==> config.mk <==
export PLATFORM = sky130hd
export DESIGN_NAME = disk_seek_scheduler
export DESIGN_NICKNAME = d
export VERILOG_FILES = /design/src/sv/dss_pkg.sv /design/src/sv/dss_pick.sv /design/src/sv/disk_seek_scheduler.sv
export SDC_FILE = /design/constraint.sdc
export NUM_CORES = 1
export LEC_CHECK = 0
export ABC_AREA = 1
export BUFFER_PORTS_ARGS = -buffer_cell sky130_fd_sc_hd__buf_2
export CORE_MARGIN = 5
export CORE_UTILIZATION = 45
export CTS_BUF_LIST = sky130_fd_sc_hd__clkbuf_8
export DETAILED_ROUTE_END_ITERATION = 10
export PLACE_DENSITY_LB_ADDON = 0.1
export SLEW_MARGIN = 20
export SYNTH_ARGS = -nofsm -noshare
export SYNTH_HDL_FRONTEND = slang
export SYNTH_HIERARCHICAL = 1
export SYNTH_SLANG_ARGS = --single-unit
==> constraint.sdc <==
create_clock -name clock -period 4.3 [get_ports clock]
set_input_delay 0.43 -clock clock [delete_from_list [all_inputs] [get_ports clock]]
set_output_delay 0.43 -clock clock [all_outputs]
set_load 0.02 [all_outputs]
==> src/sv/dss_pkg.sv <==
// Package: shared types and constants for the disk seek scheduler
package dss_pkg;
   localparam int BatchDepth = 8;
   localparam logic [1:0] ALG_FCFS  = 2'd0;
   localparam logic [1:0] ALG_SSTF  = 2'd1;
   localparam logic [1:0] ALG_CLOOK = 2'd2;
   localparam logic [1:0] ALG_CSCAN = 2'd3;
   localparam logic [1:0] CSR_ALGORITHM = 2'd0;
   localparam logic [1:0] CSR_MAX_CYL   = 2'd1;
   localparam logic [1:0] CSR_START     = 2'd2;
   localparam logic [15:0] MAX_CYL_RESET = 16'd1999;
   localparam logic [23:0] TOTAL_MAX = 24'hFFFFFF;

   typedef struct packed {
      logic [15:0] cylinder;
      logic        last_request;
   } req_type;

   typedef struct packed {
      logic [15:0] served_cylinder;
      logic [17:0] step_distance;
      logic [23:0] total_distance;
      logic        last_of_run;
   } rsp_type;

   typedef struct packed {
      logic        sel_found;
      logic [15:0] sel_cyl;
      logic [15:0] sel_dist;
      logic        wrap_found;
      logic [15:0] wrap_cyl;
   } pick_type;

   typedef struct packed {
      logic take_sel;
      logic take_wrap;
   } take_type;

   function automatic logic [15:0] abs_diff(logic [15:0] a, logic [15:0] b);
      return (a > b) ? a - b : b - a;
   endfunction
endpackage

==> src/sv/dss_pick.sv <==
// Candidate compare: decides whether a scanned entry replaces the best so far
module dss_pick (
   input  logic [1:0]        alg,
   input  logic [15:0]       head,
   input  logic              cand_ok,
   input  logic [15:0]       cand_cyl,
   input  dss_pkg::pick_type cur,
   output dss_pkg::take_type take
);
   logic [15:0] d;
   assign d = dss_pkg::abs_diff(head, cand_cyl);

   always_comb begin
      take.take_sel  = 1'b0;
      take.take_wrap = 1'b0;
      if (cand_ok) begin
         unique case (alg)
            dss_pkg::ALG_FCFS: take.take_sel = !cur.sel_found;
            dss_pkg::ALG_SSTF: take.take_sel = !cur.sel_found || d < cur.sel_dist ||
                                  (d == cur.sel_dist && cand_cyl < cur.sel_cyl);
            default: begin
               take.take_sel  = cand_cyl <= head && (!cur.sel_found || cand_cyl > cur.sel_cyl);
               take.take_wrap = !cur.wrap_found || cand_cyl > cur.wrap_cyl;
            end
         endcase
      end
   end
endmodule

==> src/sv/disk_seek_scheduler.sv <==
// Top level: batch store memory, scan sequencer and result register
// Loading takes one cycle per request item; the closing item starts the service order.
// Each result takes a full scan of the store memory, reading all n stored items,
// so a batch of n requests emits its n results after n full scans, one per result.
// The store memory is read through a registered read port.
// Reset (synchronous): empty batch, head 0, algorithm FCFS, max cylinder 1999.
module disk_seek_scheduler #(
   parameter int BATCH_DEPTH = dss_pkg::BatchDepth
) (
   input  logic             clock,
   input  logic             reset,
   input  logic             req_valid,
   output logic             req_ready,
   input  dss_pkg::req_type req_data,
   output logic             rsp_valid,
   input  logic             rsp_ready,
   output dss_pkg::rsp_type rsp_data,
   input  logic             csr_we,
   input  logic [1:0]       csr_index,
   input  logic [15:0]      csr_wdata
);
   localparam int CW = $clog2(BATCH_DEPTH + 1);
   localparam int IW = (BATCH_DEPTH > 1) ? $clog2(BATCH_DEPTH) : 1;
   localparam logic [1:0] S_LOAD = 2'd0;
   localparam logic [1:0] S_SCAN = 2'd1;
   localparam logic [1:0] S_EMIT = 2'd2;

   logic [15:0] mem [BATCH_DEPTH];
   logic [1:0]  state_ff;
   logic [1:0]  alg_ff;
   logic [15:0] max_ff, head_ff;
   logic [CW-1:0] count_ff, n_ff, issue_ff, k_ff, count_in;
   logic [BATCH_DEPTH-1:0] marks_ff;
   logic          rd_valid_ff;
   logic [IW-1:0] rd_idx_ff, sel_idx_ff, wrap_idx_ff, best_idx;
   logic [15:0]   rd_data_ff, clamped, best_cyl;
   dss_pkg::pick_type pick_ff;
   dss_pkg::take_type take;
   logic [23:0] total_ff;
   logic        rsp_valid_ff;
   dss_pkg::rsp_type rsp_ff, rsp_in;
   logic issuing, cand_ok, accept, close, emit;
   logic [19:0] dist20;
   logic        dist_neg;
   logic [24:0] sum;

   assign req_ready = state_ff == S_LOAD;
   assign accept    = req_valid && req_ready;
   assign clamped   = (req_data.cylinder > max_ff) ? max_ff : req_data.cylinder;
   assign count_in  = count_ff + CW'(1);
   assign close     = req_data.last_request || count_in == CW'(BATCH_DEPTH);
   assign issuing   = state_ff == S_SCAN && issue_ff < n_ff;
   assign cand_ok   = rd_valid_ff && !marks_ff[rd_idx_ff];
   assign emit      = state_ff == S_EMIT && (!rsp_valid_ff || rsp_ready);
   assign rsp_valid = rsp_valid_ff;
   assign rsp_data  = rsp_ff;

   dss_pick u_pick (
      .alg(alg_ff), .head(head_ff), .cand_ok(cand_ok), .cand_cyl(rd_data_ff),
      .cur(pick_ff), .take(take)
   );

   always_comb begin
      best_idx = pick_ff.sel_found ? sel_idx_ff : wrap_idx_ff;
      best_cyl = pick_ff.sel_found ? pick_ff.sel_cyl : pick_ff.wrap_cyl;
      dist_neg = 1'b0;
      if (pick_ff.sel_found) begin
         dist20 = {4'd0, dss_pkg::abs_diff(head_ff, pick_ff.sel_cyl)};
      end else if (alg_ff == dss_pkg::ALG_CLOOK) begin
         dist20 = {4'd0, pick_ff.wrap_cyl - head_ff};
      end else begin
         dist20 = {4'd0, head_ff} + {3'd0, max_ff, 1'b0} - {4'd0, pick_ff.wrap_cyl};
         dist_neg = dist20[19];
      end
      sum = {1'b0, total_ff} + {7'd0, dist20[17:0]};
      rsp_in.served_cylinder = best_cyl;
      rsp_in.step_distance   = dist20[17:0];
      rsp_in.total_distance  = (dist_neg || sum > {1'b0, dss_pkg::TOTAL_MAX}) ?
                               dss_pkg::TOTAL_MAX : sum[23:0];
      rsp_in.last_of_run     = k_ff == n_ff - CW'(1);
   end

   always_ff @(posedge clock) begin
      if (accept) begin
         mem[count_ff[IW-1:0]] <= clamped;
      end
      rd_data_ff <= mem[issue_ff[IW-1:0]];
      rd_idx_ff  <= issue_ff[IW-1:0];
      if (emit) begin
         rsp_ff <= rsp_in;
      end
   end

   always_ff @(posedge clock) begin
      if (reset) begin
         state_ff     <= S_LOAD;
         alg_ff       <= dss_pkg::ALG_FCFS;
         max_ff       <= dss_pkg::MAX_CYL_RESET;
         head_ff      <= '0;
         count_ff     <= '0;
         n_ff         <= '0;
         issue_ff     <= '0;
         k_ff         <= '0;
         marks_ff     <= '0;
         rd_valid_ff  <= 1'b0;
         pick_ff      <= '0;
         sel_idx_ff   <= '0;
         wrap_idx_ff  <= '0;
         total_ff     <= '0;
         rsp_valid_ff <= 1'b0;
      end else begin
         rd_valid_ff <= issuing;
         if (issuing) begin
            issue_ff <= issue_ff + CW'(1);
         end
         if (emit) begin
            rsp_valid_ff <= 1'b1;
         end else if (rsp_ready) begin
            rsp_valid_ff <= 1'b0;
         end
         unique case (state_ff)
            S_LOAD: begin
               if (accept) begin
                  if (close) begin
                     n_ff     <= count_in;
                     count_ff <= '0;
                     state_ff <= S_SCAN;
                     issue_ff <= '0;
                     pick_ff  <= '0;
                     total_ff <= '0;
                     k_ff     <= '0;
                     marks_ff <= '0;
                  end else begin
                     count_ff <= count_in;
                  end
               end
            end
            S_SCAN: begin
               if (take.take_sel) begin
                  pick_ff.sel_found <= 1'b1;
                  pick_ff.sel_cyl   <= rd_data_ff;
                  pick_ff.sel_dist  <= dss_pkg::abs_diff(head_ff, rd_data_ff);
                  sel_idx_ff        <= rd_idx_ff;
               end
               if (take.take_wrap) begin
                  pick_ff.wrap_found <= 1'b1;
                  pick_ff.wrap_cyl   <= rd_data_ff;
                  wrap_idx_ff        <= rd_idx_ff;
               end
               if (rd_valid_ff && CW'(rd_idx_ff) == n_ff - CW'(1)) begin
                  state_ff <= S_EMIT;
               end
            end
            S_EMIT: begin
               if (emit) begin
                  marks_ff[best_idx] <= 1'b1;
                  head_ff            <= best_cyl;
                  total_ff           <= rsp_in.total_distance;
                  k_ff               <= k_ff + CW'(1);
                  pick_ff            <= '0;
                  issue_ff           <= '0;
                  state_ff           <= rsp_in.last_of_run ? S_LOAD : S_SCAN;
               end
            end
            default: state_ff <= S_LOAD;
         endcase
         if (csr_we) begin
            unique case (csr_index)
               dss_pkg::CSR_ALGORITHM: alg_ff  <= csr_wdata[1:0];
               dss_pkg::CSR_MAX_CYL:   max_ff  <= csr_wdata;
               dss_pkg::CSR_START:     head_ff <= csr_wdata;
               default: ;
            endcase
         end
      end
   end
endmodule

==> tab_implementation.tex, run 1 <==
\begin{tabular}{lr}
\hline
Metric & Value \\
\hline
\multicolumn{2}{l}{\textbf{Status}} \\
\quad Outcome & finished, final reports clean \\
\multicolumn{2}{l}{\textbf{Floorplan}} \\
\quad Die Ht & 244 um \\
\quad Starting density of the core & 45.6\% \\
\quad Area of the placeable core & 54000 um2 \\
\quad Area enclosed by the die boundary & 59500 um2 \\
\quad Number of cell rows & 85 \\
\quad I/O pins & 101 \\
\quad Die span in x & 244 um \\
\multicolumn{2}{l}{\textbf{Global routing}} \\
\quad Largest net degree at the start of global routing & 67 \\
\quad First-pass GRT wire length & 135 mm \\
\quad Via count of the first global-routing pass & 23109 \\
\quad Overall fraction of global-route tracks in use & 29.2\% \\
\quad Overflow left after global routing & 0 \\
\quad Number of antenna violations at the first check in global routing & 0 \\
\multicolumn{2}{l}{\textbf{Clock tree}} \\
\quad Buffer depth of the longest clock path & 3 \\
\quad \# clock sinks & 348 \\
\quad Number of H-tree levels & 3 \\
\quad Number of buffers created by CTS & 67 \\
\quad Buffer cell driving the clock tree root & clkbuf\_8 \\
\quad Clock latency reported for the late side of the worst-skew pair & 0.67 ns \\
\quad Clk pin slew, worst setup/hold paths & 0.06 ns \\
\quad CTS tree & built \\
\multicolumn{2}{l}{\textbf{Detailed routing}} \\
\quad Detail-routed net length per standard cell & 20.2 um \\
\quad Number of violations reported at the end of detailed-routing iteration 0 & 2201 \\
\quad Wire length reported by the detailed router & 90.4 mm \\
\quad DRC violation count after routing & 0 \\
\quad Pre-antenna DRT Iters & 7 \\
\quad Detail Route Antenna Nets & 0 \\
\quad Routed via count divided by cell count & 5.43 \\
\quad Via count of the routed design & 24379 \\
\multicolumn{2}{l}{\textbf{Worst setup path}} \\
\quad Crit. End Element & register \\
\quad Reg-to-Reg End & rsp\_data[10] \\
\quad Req. time, crit path & 4.70 ns \\
\quad Arr. time, crit path & 4.59 ns \\
\quad Reg2Reg Setup Slack & 0.11 ns \\
\quad Worst Reg-to-Reg Cells & 26 \\
\quad Largest fanout of any net on the critical path & 8 \\
\quad Kind of launch point of the worst setup path & register \\
\quad Critical Setup Path Class & register to register \\
\quad RR Startpoint & pick\_ff[1] \\
\quad Launching instance or port of the critical path & pick\_ff[1] \\
\multicolumn{2}{l}{\textbf{Placed design}} \\
\quad Routability congestion estimate & 1.03 \\
\quad Port Buffer Count & 100 \\
\quad Worst slack at placement & -0.0939 ns \\
\quad Post-DP HPWL & 71.0 mm \\
\multicolumn{2}{l}{\textbf{Synth}} \\
\quad Number of enable flip-flop cells after synthesis & 187 \\
\quad Combined area of all synthesized cells & 24600 um2 \\
\quad Share of the yosys chip area belonging to registers & 35.9\% \\
\quad Register bit total from synthesis & 348 \\
\quad Share of flip-flops with an asynchronous set or reset & 0\% \\
\quad Yosys warning count & 6 \\
\quad Number of different library cells in the post-synthesis netlist & 53 \\
\quad Syn avg cell area & 7.25 um2 \\
\quad Primary flip-flop cell chosen by synthesis mapping & edfxtp\_1 \\
\quad Mapped Nets & 3679 \\
\quad Syn Inst Count & 3396 \\
\multicolumn{2}{l}{\textbf{STA}} \\
\quad Number of endpoints with negative hold slack in the final report & 0 \\
\quad Slew at the pin with the worst max-slew slack & 1.05 ns \\
\quad Final critical-path required period & 4.19 ns \\
\quad Crit path setup slack, layout & 0.109 ns \\
\quad Final worst-path cycle share & 97.5\% \\
\quad Final number of max-transition violations & 0 \\
\quad Worst rel slew slack & 29.4\% \\
\quad Final setup violation count & 0 \\
\quad Max Freq & 239 MHz \\
\quad Clock tree skew after final layout & 0.0349 ns \\
\multicolumn{2}{l}{\textbf{Worst hold path}} \\
\quad Worst hold path startpoint & csr\_wdata[9] \\
\quad Worst hold stages & 3 \\
\quad Kind of path behind the tightest hold check & input port to register \\
\quad Worst hold path endpoint & max\_ff[9] \\
\multicolumn{2}{l}{\textbf{Cells and area}} \\
\quad Utilization after layout & 55.7\% \\
\quad Final net count & 4024 \\
\quad Count of fill cells added during filler insertion & 5272 \\
\quad Commonest cells after routing, fill and taps aside & nand2\_1, inv\_1, nor2\_1 \\
\quad Relative area change from synthesis to final layout & 22.3\% \\
\quad Area occupied by registers & 8850 um2 \\
\quad Fraction of layout instances using a drive strength above 1 & 18.6\% \\
\quad Area used by multi-input combinational logic & 14400 um2 \\
\quad Ant diodes & 0 \\
\quad Leading cell type in the layout, fill and taps excluded & nand2\_1 \\
\multicolumn{2}{l}{\textbf{Run}} \\
\quad Count of max-cap constraint violations & 0 \\
\multicolumn{2}{l}{\textbf{Pwr}} \\
\quad Leakage & 14.2 nW \\
\quad IR drop worst, VDD & 264 uV \\
\quad Power per unit of standard cell area & 592 nW/um2 \\
\hline
\end{tabular}
-- where the power goes --
group	total, mW	switching [mW]	leakage (nW)	internal [mW]
logic	9.88	5.97	10.4	3.91
registers	4.30	0.305	3.02	3.99
clock network	3.63	1.60	0.802	2.03
-- how the worst max path moves through the flow --
stage / end / depth (start not counted)
after floorplan: rsp_data[16] / 26
after global placement: rsp_data[12] / 28
after detailed placement: rsp_data[12] / 28
after CTS: rsp_data[12] / 25
after global routing: pick_ff[48] / 33
final: rsp_data[10] / 26
-- Yosys cell counts, drive strengths merged, types with 2 or more instances --
master,instances,area [um2]
nand4,45,282
nor3b,2,15.0
dfxtp,161,3220
and2,10,62.6
a31oi,20,125
ha,219,2740
o22ai,17,106
o211ai,13,97.6
nand2,915,3490
o21ai,244,1220
or2,5,31.3
buf,32,239
nor3,29,150
a21o,7,52.6
o21bai,4,30.0
a21oi,260,1320
edfxtp,187,5620
clkbuf,57,218
xor2,40,350
inv,497,1870
nor2,352,1370
a21boi,2,15.0
a211oi,12,100
xnor2,25,219
o21a,6,45.0
and3,2,12.5
nand3b,9,67.6
fa,24,480
nand3,194,1020
-- worst max-delay path, cell delays in order, from the launching register on --
cell and delay (ns):
dfxtp_2 0.33, inv_2 0.04, fa_1 0.54, ha_2 0.18
inv_1 0.06, fa_2 0.34, inv_2 0.07, nand3_1 0.07
nand2_2 0.12, nand2_2 0.06, nand2_2 0.09, nand4_1 0.14
nand3_1 0.14, nand2_2 0.08, nand2_2 0.09, nand3_4 0.11
nand2_4 0.14, ha_4 0.21, a21oi_2 0.14, o21ai_1 0.10
inv_1 0.08, nand2_2 0.07, nand2_1 0.08, nand3_2 0.09
nor2_4 0.27, clkbuf_16 0.22, nand2_1 0.07
-- repair_timing --
item | CTS | global route
buffers inserted | 1 | 23
pin swaps | 1 | 44
setup endpoints to repair | 77 | 84
gates cloned | 0 | 3
hold endpoints to repair | 2 | 0
gates resized for setup | 11 | 246
hold buffers | 2 | 0
-- cells by family (layout without fill, tap and decap cells) --
kind of cell	after synthesis	after routing	synth area share, %
and+or+nand+nor	1565	1566	26.5
xor gates and xnor gates	65	65	2.31
DFF	348	348	35.9
buffers and inverters	587	982	9.46
adders and majority gates	243	243	13.1
AOI/OAI and AO/OA	588	588	12.8
-- layer usage --
metal | track usage [%] | up-vias | wire length [um]
li1 | - | 11771 | -
met1 | 40.4 | 11463 | 39400
met2 | 46.7 | 970 | 40700
met3 | 4.47 | 175 | 7280
met4 | 10.2 | 0 | 3100
met5 | 0 | - | 0
-- registers in the layout (all words and copies together), names as in the netlist, 8 cells and up --
register and cells:
max_ff 16, rsp_data 59, mem 128, marks_ff 8
total_ff 24, pick_ff 50, head_ff 16, rd_data_ff 16
-- layout make-up --
type                    count  share of cell area (%)
multi-input cells        2462                    47.9
flip-flops and latches    348                    29.4
inverters                 498                    6.25
clock buffers              76                    3.47
clock inverters            44                    1.41
well taps                 696                    2.89
repair buffers            364                    8.71
-- through the flow --
step                hold slack, ns  instances  setup TNS, ns  instance area [um2]  power (mW)
floorplan                    0.366       3396              0                24600        9.59
finish                      0.0336       4488              0                30100        17.8
global route                0.0236       4488          -2.53                30100        19.0
global placement             0.424       4339          -1.20                27400        12.9
detailed placement           0.430       4339          -3.04                27400        13.0
CTS                        0.00181       4462              0                28900        16.8
No activity file was read; power rests on OpenSTA's default activity.
==> run 2: changes to the inputs <==
--- a/config.mk
+++ b/config.mk
@@ -8,7 +8,7 @@
 export ABC_AREA = 1
 export BUFFER_PORTS_ARGS = -buffer_cell sky130_fd_sc_hd__buf_2
 export CORE_MARGIN = 5
-export CORE_UTILIZATION = 45
+export CORE_UTILIZATION = 40
 export CTS_BUF_LIST = sky130_fd_sc_hd__clkbuf_8
 export DETAILED_ROUTE_END_ITERATION = 10
 export PLACE_DENSITY_LB_ADDON = 0.1
==> tab_implementation.tex, run 2 (same netlist as run 1, synthesis figures left out) <==
\begin{tabular}{lr}
\hline
Metric & Value \\
\hline
\multicolumn{2}{l}{\textbf{Status}} \\
\quad Outcome & finished, final reports clean \\
\multicolumn{2}{l}{\textbf{Global routing}} \\
\quad First-pass GRT wire length & 135 mm \\
\quad Overflow left after global routing & 0 \\
\quad Overall fraction of global-route tracks in use & 26.3\% \\
\quad M1 GR Usage & 37.8\% \\
\quad Largest net degree at the start of global routing & 68 \\
\quad Number of antenna violations at the first check in global routing & 3 \\
\quad M2 GR Usage & 41.1\% \\
\quad Via count of the first global-routing pass & 22500 \\
\quad GR peak layer & met2 \\
\quad Met3 global-route usage & 4.08\% \\
\multicolumn{2}{l}{\textbf{Worst setup path}} \\
\quad Arr. time, crit path & 4.53 ns \\
\quad Count of buffer and inverter cells on the critical path & 7 \\
\quad Peak per-stage delay on the critical path & 0.43 ns \\
\quad Kind of launch point of the worst setup path & register \\
\quad Most used cell, CP & nand2\_1 \\
\quad CP max-delay cell & dfxtp\_4 \\
\quad Crit. End Element & register \\
\quad Req. time, crit path & 4.68 ns \\
\quad Cell family contributing the most delay on the critical path & simple AND/OR/NAND/NOR gates \\
\quad Critical Setup Path Class & register to register \\
\quad Largest fanout of any net on the critical path & 8 \\
\multicolumn{2}{l}{\textbf{Detailed routing}} \\
\quad Number of violations reported at the end of detailed-routing iteration 0 & 2082 \\
\quad Wire length reported by the detailed router & 92.1 mm \\
\quad Detail Route Antenna Nets & 0 \\
\quad Routed via count divided by cell count & 5.28 \\
\quad Via count of the routed design & 24150 \\
\quad Pre-antenna DRT Iters & 8 \\
\quad Detail-routed net length per standard cell & 20.1 um \\
\quad DRC violation count after routing & 0 \\
\multicolumn{2}{l}{\textbf{Placed design}} \\
\quad Port Buffer Count & 100 \\
\quad Placed cell areas & 27500 um2 \\
\quad Post-DP HPWL & 72.5 mm \\
\quad Routability congestion estimate & 0.981 \\
\multicolumn{2}{l}{\textbf{Clock tree}} \\
\quad Buffer depth of the longest clock path & 3 \\
\quad \# clock sinks & 348 \\
\quad Clock latency reported for the late side of the worst-skew pair & 0.68 ns \\
\quad Number of hold buffers added after cts & 0 \\
\quad Number of buffers created by CTS & 66 \\
\quad Clk pin slew, worst setup/hold paths & 0.06 ns \\
\quad Buffer cell driving the clock tree root & clkbuf\_8 \\
\quad Number of H-tree levels & 3 \\
\quad CTS tree & built \\
\multicolumn{2}{l}{\textbf{Cells and area}} \\
\quad Count of fill cells added during filler insertion & 6101 \\
\quad Leading cell type in the layout, fill and taps excluded & nand2\_1 \\
\quad Relative area change from synthesis to final layout & 21.7\% \\
\quad Fraction of layout instances using a drive strength above 1 & 17.7\% \\
\quad Commonest cells after routing, fill and taps aside & nand2\_1, inv\_1, nor2\_1 \\
\quad Final net count & 4017 \\
\quad Number of flip-flops under the largest register name & 128 \\
\quad Total non-filler cell area in the finished layout & 29900 um2 \\
\multicolumn{2}{l}{\textbf{Floorplan}} \\
\quad Starting density of the core & 40.1\% \\
\quad I/O pins & 101 \\
\quad Area of the placeable core & 61400 um2 \\
\quad Die Ht & 258 um \\
\quad Area enclosed by the die boundary & 66600 um2 \\
\quad Die span in x & 258 um \\
\quad Number of cell rows & 91 \\
\multicolumn{2}{l}{\textbf{STA}} \\
\quad Setup tns final & 0 ns \\
\quad Number of endpoints with negative hold slack in the final report & 0 \\
\quad Final worst-path cycle share & 96.4\% \\
\quad Max Freq & 241 MHz \\
\quad Slew at the pin with the worst max-slew slack & 1.09 ns \\
\quad Final number of max-transition violations & 0 \\
\quad Final setup violation count & 0 \\
\quad Final critical-path required period & 4.15 ns \\
\quad Clock tree skew after final layout & 0.0483 ns \\
\quad Worst rel slew slack & 26.4\% \\
\multicolumn{2}{l}{\textbf{Pwr}} \\
\quad Leakage & 14.2 nW \\
\quad IR drop worst, VDD & 382 uV \\
\quad Power per unit of standard cell area & 576 nW/um2 \\
\multicolumn{2}{l}{\textbf{Run}} \\
\quad Count of max-cap constraint violations & 0 \\
\multicolumn{2}{l}{\textbf{Worst hold path}} \\
\quad Kind of path behind the tightest hold check & input port to register \\
\hline
\end{tabular}
## run 2: cell count changes in the layout (fill, tap and decap cells not counted), sizes merged
cell         before  now
buf             360  355
diode             0    3
clkbuf           78   74
bufinv            6    4
dlygate4sd3       2    0
nand2           916  917
inv             516  520
clkinv           16   17
## run 2: final cells by class
type / instances / area (um2) / share of cell area (%)
diodes: 3 / 7.51 / 0.0251
inverters: 498 / 1880 / 6.28
clock buffers: 72 / 991 / 3.31
repair buffers: 357 / 2590 / 8.64
flip-flops and latches: 348 / 8870 / 29.6
clock inverters: 47 / 348 / 1.16
multi-input cells: 2463 / 14300 / 47.7
well taps: 790 / 988 / 3.30
## run 2: stage by stage
| stage | util (%) | worst slack [ns] | total power, mW | hold WS [ns] | cells |
|---|---|---|---|---|---|
| final | 48.8 | 0.154 | 17.3 | 0.0561 | 4578 |
| after global routing | 48.8 | -0.0235 | 18.5 | 0.0436 | 4577 |
| after CTS | 47.1 | 0.00897 | 16.4 | 0.00954 | 4554 |
| after detailed placement | 44.8 | -0.293 | 13.0 | 0.447 | 4434 |
| after global placement | 44.8 | -0.253 | 12.9 | 0.435 | 4434 |
| after floorplan | - | 0.350 | 9.59 | 0.366 | 3396 |
## run 2: power breakdown
| group | switching [mW] | internal [mW] | total (mW) |
|---|---|---|---|
| combinational | 5.85 | 3.77 | 9.62 |
| clock | 1.53 | 1.81 | 3.34 |
| sequential | 0.314 | 3.99 | 4.31 |
## run 2: routing by layer
metal | wire, um | up-vias
met4 | 2590 | 0
met2 | 40400 | 870
met3 | 6750 | 135
li1 | - | 11748
met1 | 42400 | 11397
met5 | 0 | -
## run 2: worst paths after layout
check                           slack (ns)  depth (start not counted)           end         start
worst max-delay path                  0.15                         28  rsp_data[22]    head_ff[1]
worst min-delay path                  0.06                          3     max_ff[9]  csr_wdata[9]
worst min register to register        0.45                          2   marks_ff[5]   marks_ff[5]
worst max register to register        0.15                         28  rsp_data[22]    head_ff[1]
## run 2: what timing repair did
| action | 4_1_cts | 5_1_grt |
|---|---|---|
| buffers inserted | 1 | 16 |
| setup endpoints to repair | 81 | 84 |
| pin swaps | 3 | 34 |
| gates resized for setup | 23 | 207 |
| cloned | 0 | 5 |
## run 2: worst register-to-register path, delay by kind of cell, from the launching register on
| kind | cells | cell delay, ns |
|---|---|---|
| AND/OR/NAND/NOR | 18 | 1.64 |
| buffers and inverters | 7 | 1.09 |
| adder cells (fa/ha/maj) | 2 | 0.60 |
| flip-flops | 1 | 0.43 |
| AO/OA/AOI/OAI | 1 | 0.10 |
==> run 3: changes to the inputs <==
--- a/config.mk
+++ b/config.mk
@@ -11,6 +11,7 @@
 export CORE_UTILIZATION = 40
 export CTS_BUF_LIST = sky130_fd_sc_hd__clkbuf_8
 export DETAILED_ROUTE_END_ITERATION = 10
+export GPL_TIMING_DRIVEN = 0
 export PLACE_DENSITY_LB_ADDON = 0.1
 export SLEW_MARGIN = 20
 export SYNTH_ARGS = -nofsm -noshare
==> tab_implementation.tex, run 3 (same netlist as run 1, synthesis figures left out) <==
\begin{tabular}{lr}
\hline
Metric & Value \\
\hline
\multicolumn{2}{l}{\textbf{Floorplan}} \\
\quad Starting density of the core & 40.1\% \\
\quad I/O pins & 101 \\
\quad Area of the placeable core & 61400 um2 \\
\quad Area enclosed by the die boundary & 66600 um2 \\
\quad Die span in x & 258 um \\
\quad Die Ht & 258 um \\
\quad Number of cell rows & 91 \\
\multicolumn{2}{l}{\textbf{Worst hold path}} \\
\quad Kind of path behind the tightest hold check & input port to register \\
\multicolumn{2}{l}{\textbf{Clock tree}} \\
\quad Buffer depth of the longest clock path & 3 \\
\quad Clk pin slew, worst setup/hold paths & 0.07 ns \\
\quad Number of buffers created by CTS & 61 \\
\quad Clock latency reported for the late side of the worst-skew pair & 0.68 ns \\
\quad Number of H-tree levels & 2 \\
\quad \# clock sinks & 348 \\
\quad Buffer cell driving the clock tree root & clkbuf\_8 \\
\quad CTS tree & built \\
\multicolumn{2}{l}{\textbf{Global routing}} \\
\quad First-pass GRT wire length & 134 mm \\
\quad Largest net degree at the start of global routing & 45 \\
\quad Overall fraction of global-route tracks in use & 26.1\% \\
\quad Via count of the first global-routing pass & 21975 \\
\quad Number of antenna violations at the first check in global routing & 2 \\
\quad Overflow left after global routing & 0 \\
\multicolumn{2}{l}{\textbf{Cells and area}} \\
\quad Relative area change from synthesis to final layout & 22.9\% \\
\quad Fraction of layout instances using a drive strength above 1 & 18.7\% \\
\quad Utilization after layout & 49.3\% \\
\quad Commonest cells after routing, fill and taps aside & nand2\_1, inv\_1, nor2\_1 \\
\quad Number of flip-flops under the largest register name & 128 \\
\quad Final net count & 3978 \\
\quad Leading cell type in the layout, fill and taps excluded & nand2\_1 \\
\multicolumn{2}{l}{\textbf{Run}} \\
\quad Count of max-cap constraint violations & 0 \\
\multicolumn{2}{l}{\textbf{Worst setup path}} \\
\quad CP max-delay cell & dfxtp\_4 \\
\quad Reg2Reg Setup Slack & 0.07 ns \\
\quad Count of buffer and inverter cells on the critical path & 7 \\
\quad Kind of launch point of the worst setup path & register \\
\quad Critical Setup Path Class & register to register \\
\quad Peak per-stage delay on the critical path & 0.43 ns \\
\quad Crit. End Element & register \\
\quad Most used cell, CP & nand2\_1 \\
\quad Req. time, crit path & 4.87 ns \\
\quad Largest fanout of any net on the critical path & 10 \\
\quad Arr. time, crit path & 4.80 ns \\
\quad Cell family contributing the most delay on the critical path & simple AND/OR/NAND/NOR gates \\
\multicolumn{2}{l}{\textbf{Placed design}} \\
\quad Routability congestion estimate & 1.00 \\
\quad Port Buffer Count & 99 \\
\quad Post-DP HPWL & 68.8 mm \\
\multicolumn{2}{l}{\textbf{Detailed routing}} \\
\quad Wire length reported by the detailed router & 90.8 mm \\
\quad DRC violation count after routing & 0 \\
\quad Number of violations reported at the end of detailed-routing iteration 0 & 2185 \\
\quad Detail-routed net length per standard cell & 20.0 um \\
\quad Detail Route Antenna Nets & 0 \\
\quad Via count of the routed design & 23755 \\
\quad Routed via count divided by cell count & 5.24 \\
\quad Pre-antenna DRT Iters & 6 \\
\multicolumn{2}{l}{\textbf{STA}} \\
\quad Worst rel slew slack & 29.8\% \\
\quad Unrepaired setup endpoints after global routing & yes \\
\quad Final critical-path required period & 4.23 ns \\
\quad Final setup violation count & 0 \\
\quad Hold\_ws & 0.0683 ns \\
\quad Final worst-path cycle share & 98.4\% \\
\quad Final number of max-transition violations & 0 \\
\quad Slew at the pin with the worst max-slew slack & 1.04 ns \\
\quad Max Freq & 236 MHz \\
\quad Number of endpoints with negative hold slack in the final report & 0 \\
\quad Clock tree skew after final layout & 0.0291 ns \\
\multicolumn{2}{l}{\textbf{Pwr}} \\
\quad Leakage & 13.9 nW \\
\quad IR drop worst, VDD & 353 uV \\
\quad Power per unit of standard cell area & 552 nW/um2 \\
\multicolumn{2}{l}{\textbf{Status}} \\
\quad Outcome & finished, final reports clean \\
\hline
\end{tabular}
[run 3: changes by cell type in the layout (fill, tap and decap cells not counted), sizes merged]
cell	change
clkinv	-3
buf	-90
clkbuf	+48
inv	-6
dlygate4sd3	+1
bufinv	-2
nand2	-2
clkinvlp	+11
diode	-2
[run 3: power by group]
group | switching [mW] | total (mW) | internal, mW
Clock | 1.41 | 2.88 | 1.48
Combinational | 5.81 | 9.38 | 3.57
Sequential | 0.440 | 4.44 | 4.00
Total | 7.65 | 16.7 | 9.05
[run 3: stage by stage]
| step | cells | setup TNS, ns | worst slack [ns] | power [mW] | instance area [um2] |
|---|---|---|---|---|---|
| global route | 4533 | -2.83 | -0.0977 | 17.9 | 30300 |
| floorplan | 3396 | 0 | 0.350 | 9.59 | 24600 |
| finish | 4533 | 0 | 0.0701 | 16.7 | 30300 |
| CTS | 4465 | -0.00202 | -0.00202 | 15.2 | 28400 |
| global placement | 4285 | -84.24 | -1.10 | 11.8 | 26100 |
| detailed placement | 4295 | -66.31 | -1.14 | 11.8 | 26300 |
[run 3: final timing paths]
kind | from | to | depth (start not counted)
max | head_ff[0] | pick_ff[48] | 29
min | csr_wdata[9] | max_ff[9] | 3
max reg2reg | head_ff[0] | pick_ff[48] | 29
min reg2reg | issue_ff[1] | rd_idx_ff[1] | 0
[run 3: worst register-to-register path: cells and delay by family, from the launching register on]
family | cells | cell delay, ns
fa+ha+maj | 3 | 0.81
simple gates | 15 | 1.49
compound gates | 3 | 0.55
flops | 1 | 0.43
xor+xnor | 1 | 0.19
buf+inv | 7 | 0.67
[run 3: layer usage]
metal  track usage [%]  up-vias  routed length [um]
met2              40.8      847               39800
met3              4.29      179                7090
li1                  -    11669                   -
met5                 0        -                   0
met1              37.0    11060               40300
met4              8.57        0                3610
[run 3: area by class of cell]
cell class / count / area [um2]
fill: 6194 / 31100
inverter: 498 / 1960
clock buffer: 63 / 867
buffer: 89 / 512
timing repair buffer: 236 / 1720
antenna: 1 / 2.50
tap: 790 / 988
sequential: 348 / 8940
clock inverter: 47 / 259
multi-input combinational: 2461 / 15000
[run 3: what timing repair did]
action | 4_1_cts | 5_1_grt
resized for setup | 168 | 299
buffers inserted | 57 | 63
hold endpoints to repair | 1 | 0
endpoints found under the setup margin | 84 | 84
hold buffers | 1 | 0
gates cloned | 2 | 4
pin swaps | 17 | 77
